### config.mk
export PLATFORM = sky130hd
export DESIGN_NAME = cbts_div
export DESIGN_NICKNAME = d
export VERILOG_FILES = /design/src/rtl/cbts_pkg.sv /design/src/rtl/cbts_div.sv
export SDC_FILE = /design/constraint.sdc
export NUM_CORES = 2
export LEC_CHECK = 0
export BUFFER_PORTS_ARGS = -buffer_cell sky130_fd_sc_hd__buf_2
export CELL_PAD_IN_SITES_DETAIL_PLACEMENT = 1
export CELL_PAD_IN_SITES_GLOBAL_PLACEMENT = 2
export CORE_MARGIN = 1
export CORE_UTILIZATION = 44
export CTS_CLUSTER_DIAMETER = 40
export DETAILED_ROUTE_END_ITERATION = 8
export PLACE_DENSITY_LB_ADDON = 0.1
export SLEW_MARGIN = 15
export SYNTH_ARGS = -nofsm -noshare
export SYNTH_HDL_FRONTEND = slang
export SYNTH_SLANG_ARGS = --single-unit
### constraint.sdc
create_clock -name clk -period 4.74 [get_ports clk]
set_input_delay 0.711 -clock clk [delete_from_list [all_inputs] [get_ports clk]]
set_output_delay 0.711 -clock clk [all_outputs]
set_load 0.01 [all_outputs]
### src/rtl/cbts_pkg.sv
// Package with shared constants for the CAN bit timing search.
package cbts_pkg;
  localparam int CLK_W = 28;
  localparam int RATE_W = 26;
  localparam int PT_W = 16;
  localparam int PRE_W = 25;
  localparam int Q_W = 5;
  localparam int S1_W = 5;
  localparam int S2_W = 4;
  localparam int AP_W = 10;
  localparam int D_W = 28;
  localparam int MIN_QUANTA_DEF = 8;
  localparam int MAX_QUANTA_DEF = 25;
  localparam int MAX_SEG1_DEF = 16;
  localparam int MAX_SEG2_DEF = 8;
  localparam logic [CLK_W-1:0] CLOCK_RESET = 28'd42000000;
  localparam int POINT_SCALE = 1000;
endpackage

### src/rtl/cbts_div.sv
// Pipelined restoring divider, one quotient bit per stage, with quotient only.
module cbts_div (
  input  logic                       clk,
  input  logic                       rst_n,
  input  logic                       adv,
  input  logic                       in_vld,
  input  logic [cbts_pkg::CLK_W-1:0] num,
  input  logic [cbts_pkg::RATE_W-1:0] den,
  input  logic [cbts_pkg::PT_W-1:0]  tag_pt,
  input  logic                       tag_zero,
  output logic                       out_vld,
  output logic [cbts_pkg::D_W-1:0]   quo,
  output logic [cbts_pkg::PT_W-1:0]  out_pt,
  output logic                       out_zero
);
  import cbts_pkg::*;
  localparam int N = CLK_W;

  logic [N:0]        vld_r;
  logic [RATE_W:0]   rem_r  [0:N];
  logic [N-1:0]      num_r  [0:N];
  logic [RATE_W-1:0] den_r  [0:N];
  logic [PT_W-1:0]   pt_r   [0:N];
  logic [N:0]        zero_r;

  always_ff @(posedge clk) begin
    if (!rst_n) begin
      vld_r <= '0;
    end else if (adv) begin
      vld_r <= {vld_r[N-1:0], in_vld};
    end
  end

  always_ff @(posedge clk) begin
    if (adv) begin
      rem_r[0] <= '0;
      num_r[0] <= num;
      den_r[0] <= den;
      pt_r[0] <= tag_pt;
      zero_r[0] <= tag_zero;
    end
  end

  for (genvar i = 0; i < N; i++) begin : g_st
    logic [RATE_W+1:0] sh;
    logic [RATE_W+1:0] df;
    assign sh = {rem_r[i], num_r[i][N-1]};
    assign df = sh - {2'b00, den_r[i]};
    always_ff @(posedge clk) begin
      if (adv) begin
        if (!df[RATE_W+1]) begin
          rem_r[i+1] <= df[RATE_W:0];
          num_r[i+1] <= {num_r[i][N-2:0], 1'b1};
        end else begin
          rem_r[i+1] <= sh[RATE_W:0];
          num_r[i+1] <= {num_r[i][N-2:0], 1'b0};
        end
        den_r[i+1] <= den_r[i];
        pt_r[i+1] <= pt_r[i];
        zero_r[i+1] <= zero_r[i];
      end
    end
  end

  assign out_vld = vld_r[N];
  assign quo = num_r[N];
  assign out_pt = pt_r[N];
  assign out_zero = zero_r[N];
endmodule
; ---- Word-level counts from Yosys, hierarchy flattened
; Memories as Yosys holds them, arrays and structs flattened.
; Index checks and enable logic that the tools add are counted.
[word_totals]
ff_bits = 58
latchBits = 0
ram_bits = 2813
romBits = 0
out_inout_bits = 46
wordCells = 344
n_memories = 4
[op_classes]
add_sub_neg = 28
mul = 0
div_mod_pow = 0
n_lt_le_gt_ge = 0
n_eq_ne = 0
shifts = 0
mux = 226
bitwise_logic = 56
reduce_logical = 0
[memory_table]
columns = memory, depth, width, rd, rd_ports_with_merged_regs, wr, line
row1 = num_r, 29, 28, 29, 0, 29, cbts_div.sv:21  ; logic [N-1:0] num_r [0:N];
row2 = rem_r, 29, 27, 28, 0, 29, cbts_div.sv:20  ; logic [RATE_W:0] rem_r [0:N];
row3 = den_r, 29, 26, 28, 0, 29, cbts_div.sv:22  ; logic [RATE_W-1:0] den_r [0:N];
row4 = pt_r, 29, 16, 29, 0, 29, cbts_div.sv:23  ; logic [PT_W-1:0] pt_r [0:N];
[op_table]
columns = operator, n
row1 = two-way mux 28 bit, 28
row2 = subtractor 28 x 26 -> 28 bit, 28
row3 = two-way mux 27 bit, 28
row4 = two-way mux 1 bit, 170
row5 = bitwise OR 1 bit, 56

; ---- Depth between registers and ports, before layout
[depth]
ltp_word = 5
depth_mapped = 16

; ---- Worst setup path after synthesis
; No wires, ideal clock.
[synth_path]
path_kind = register to register
start = memory rem_r[0][297] in the netlist's numbering
end = memory rem_r[0][331] in the netlist's numbering (data pin)
setup_time_ps = 262
arrival_ps = 3328
setup_slack_ps = 1150
stages_incl_launch_ff = 15
path_buffers = 2
cell_sequence = edfxtp_1 -> ha_1 -> nor2b_1 -> o21ai_2 -> a21boi_2 -> nor4_2 -> o31a_2 -> o211ai_2 -> a41o_1 -> a211o_1 -> a311oi_2 -> mux2_2 -> buf_6 -> buf_6 -> mux2_1
[synth_lines]
columns = element, line
row1 = from (decl), cbts_div.sv:20

==> results.txt <==
----------------------------------------------------
[Clocking]
  Maximum root-to-sink buffer count ... 4
  Number of buffers created by CTS ... 447
  Maximum level of the CTS H-tree ... 5
  Number of gates resized after cts ... 0
  CTS tree ... done
  Root buf cell ... clkbuf_16
  Insertion delay of the later-clocked pin in the worst-skew pair ... 940 ps
  Sink Count ... 2791
  Clock-pin slew on the worst setup and hold paths ... 50 ps

[Die]
  # IOs ... 121
  Die span in x ... 541 um
  Core Footprint ... 289000 um2
  Starting density of the core ... 44.4%
  Row count ... 197
  Die area ... 293000 um2
  Vertical extent of the die ... 541 um

[Yosys]
  Post-synth top area cell ... edfxtp_1
  Number of flip-flops and latches in the synthesized netlist ... 2791
  Post-synth EDFFs ... 2761
  Mean instance size in the synthesized netlist ... 13.5 um2
  Area share of the largest cell type after synthesis ... 64.7%
  Share of flip-flops with an asynchronous set or reset ... 0%
  Synthesis Warnings ... 0
  Synth Cell Area ... 128000 um2
  Largest cells by area after synthesis ... edfxtp_1, ha_1, inv_1
  Register area share after synthesis ... 65.2%
  Most frequent cell after synthesis ... edfxtp_1
  Number of different library cells in the post-synthesis netlist ... 96
  Synthesized instance count ... 9459
  Post-synth net total ... 10300
  Primary flip-flop cell chosen by synthesis mapping ... edfxtp_1
  Most frequent cells after synthesis ... edfxtp_1, inv_1, ha_1, a21oi_1, nand2_1

[Route]
  Post-detailed-route via-to-cell ratio ... 5.15
  Detailed-route wire length per cell ... 18.6 um
  Via count ... 73500
  DRC viols ... 0
  Number of design-rule violations left by the first detailed-router iteration ... 3472
  Total Wirelength ... 266000 um
  Final antenna-violating net count ... 0
  1st-pass router iterations ... 5

[STA]
  Portion of the clock cycle consumed by the worst path in the final layout ... 91.4%
  Number of hold violations in the final report ... 0
  RSZ-0062 raised after global routing ... false
  Slew Limit Headroom ... 31.7%
  Slew of the pin with the lowest slew margin ... 1020 ps
  Worst Skew ... 70.1 ps
  Count of final max-slew check failures ... 0
  # setup viols final ... 0
  Final Critical Period ... 4330 ps
  Total Neg Setup Slack ... 0 ps
  Maximum clock frequency ... 0.231 GHz

[Place]
  Post-detail-place hpwl ... 189000 um
  Placed Cells incl. Taps ... 13300
  Count of input and output buffers ... 120
  Weighted congestion at the end of routability-driven global placement ... 0.855

[GRT]
  Vias in the first global route ... 78700
  Initial antenna violation count ... 7
  Largest net degree at the start of global routing ... 160
  GR Overflow Total ... 0
  Wire length of the first global-routing pass ... 424000 um
  Total global-route track usage ... 18.0%

[Worst setup path]
  Critical path endpoint ... rem_r[0][240]$_DFFE_PP_
  CP Launch Point ... num_r[0][223]$_DFFE_PP_
  Endpoint class of the critical path ... register
  CP Max Fanout ... 4
  Startpoint class of the critical path ... register
  Worst r2r path cells ... 15
  Crit path required time ... 5380 ps
  Critical path start-end classification ... register to register
  Delay of the slowest cell on the worst path ... 500 ps
  Cell-by-cell trace of the critical path ... inv_1 -> ha_1 -> inv_1 -> fa_1 -> a211oi_1 -> o211ai_1 -> nand2_1 -> o211ai_1 -> a41o_1 -> o21a_1 -> o21ai_0 -> nand2b_1 -> a22oi_1 -> mux2i_1 -> o22ai_1
  Data arrival at the endpoint of the critical path ... 4970 ps
  Max stage delay cell, worst path ... o21ai_0
  Launch instance of the worst register-to-register path ... num_r[0][223]$_DFFE_PP_
  Slack of the worst reg-to-reg path ... 410 ps
  Reg2reg end ... rem_r[0][240]$_DFFE_PP_

[Final layout]
  Number of standard cells in the layout, taps in and fillers out ... 14300
  Total Nets Final ... 10800
  Area grow syn2layout ... 17.2%
  Fillcell total ... 28300
  Layout cell share with drive strength beyond 1 ... 12.9%

[Min path]
  Worst min-delay path startpoint ... adv
  Worst min path class ... primary input to register

[Pwr]
  Leak Pwr ... 58.7 nW
  Worst VDD drop ... 0.371 mV
  Pwr/cell area ... 681 nW/um2

[Job]
  Max-cap violations ... 0

[Status]
  Status ... finished, final reports clean

----------------------------------------------------
[cells by family (layout without fill, tap and decap cells)]
family	Yosys count	count (layout)	synth area share (%)
compound gates	2098	2098	10.2
xor+xnor	608	608	4.16
fa+ha+maj	729	729	7.28
buf+inv	1086	2010	3.38
flops	2791	2791	65.2
mux	370	370	3.20
other cells	0	10	0
simple gates	1777	1777	6.52
[critical path, delay by kind of cell (launching register included)]
kind | cells | cell delay (ps)
AOI/OAI and AO/OA | 8 | 2320
adders and majority gates | 2 | 590
DFF | 1 | 390
and+or+nand+nor | 2 | 350
muxes | 1 | 240
buffers and inverters | 2 | 140
[power by group]
group / switching [W] / internal, W / total, W
clock network: 0.0121 / 0.0210 / 0.0331
registers: 0.00282 / 0.0338 / 0.0366
logic: 0.0179 / 0.0146 / 0.0325
total: 0.0329 / 0.0694 / 0.102
[repair_timing]
item	4_1_cts	5_1_grt
hold buffers	72	0
buffers inserted	0	0
setup endpoints to repair	0	0
hold endpoints to repair	72	0
[metrics by stage]
step	hold slack [ps]	util, %	power (W)	setup WS [ps]	cell area (um2)
2_1_floorplan	400	-	0.0606	1150	128000
3_3_place_gp	400	46.3	0.0688	415	134000
3_5_place_dp	405	46.3	0.0697	380	134000
4_1_cts	137	52.0	0.104	324	150000
5_1_grt	166	52.0	0.109	143	150000
6_report	207	52.0	0.102	408	150000
[state kept, by name, indices dropped and copies added (netlist names)]
register and flops:
den_r 728, pt_r 464, rem_r 729, zero_r 28, out_zero 1, vld_r 29, num_r 812
[final cells by class]
class                           instances  area (um2)  area share (%)
Tap cell                             3880        4850            3.24
Timing Repair Buffer                  289        2430            1.62
Sequential cell                      2791       83500            55.7
Clock inverter                        338        4030            2.68
Clock buffer                          506       11600            7.72
Multi-Input combinational cell       5582       40300            26.9
Antenna cell                           10        25.0          0.0167
Inverter                              877        3290            2.19
[routing by layer]
metal / up-vias / part of all wire (%) / track usage (%) / wire length (um)
li1: 36100 / - / - / -
met1: 36000 / 43 / 22.1 / 115000
met2: 876 / 51 / 32.3 / 135000
met3: 469 / 3.2 / 2.83 / 8390
met4: 0 / 2.7 / 5.59 / 7190
met5: - / 0 / 0 / 0
[how the worst min path moves through the flow]
stage | cells after the start | slack [ps] | end
6_report | 1 | 210 | den_r[0][33]$_DFFE_PP_
5_1_grt | 1 | 170 | den_r[0][33]$_DFFE_PP_
4_1_cts | 1 | 140 | den_r[0][33]$_DFFE_PP_
3_5_place_dp | 0 | 410 | pt_r[26][11]$_DFFE_PP_
3_3_place_gp | 0 | 400 | pt_r[23][14]$_DFFE_PP_
2_1_floorplan | 0 | 400 | num_r[0][100]$_DFFE_PP_
[cell usage in the layout, fill, tap and decap left out, drive strengths merged, types with 102 or more instances in the layout]
cell / instances
inv: 955
buf: 217
nor2: 471
ha: 703
a21oi: 606
xor2: 264
xnor2: 344
nand2b: 102
nor2b: 130
nand2: 588
mux2: 317
clkinv: 160
o21ai: 578
a21o: 311
clkbuf: 506
edfxtp: 2761
(Power assumes the default switching activity.)
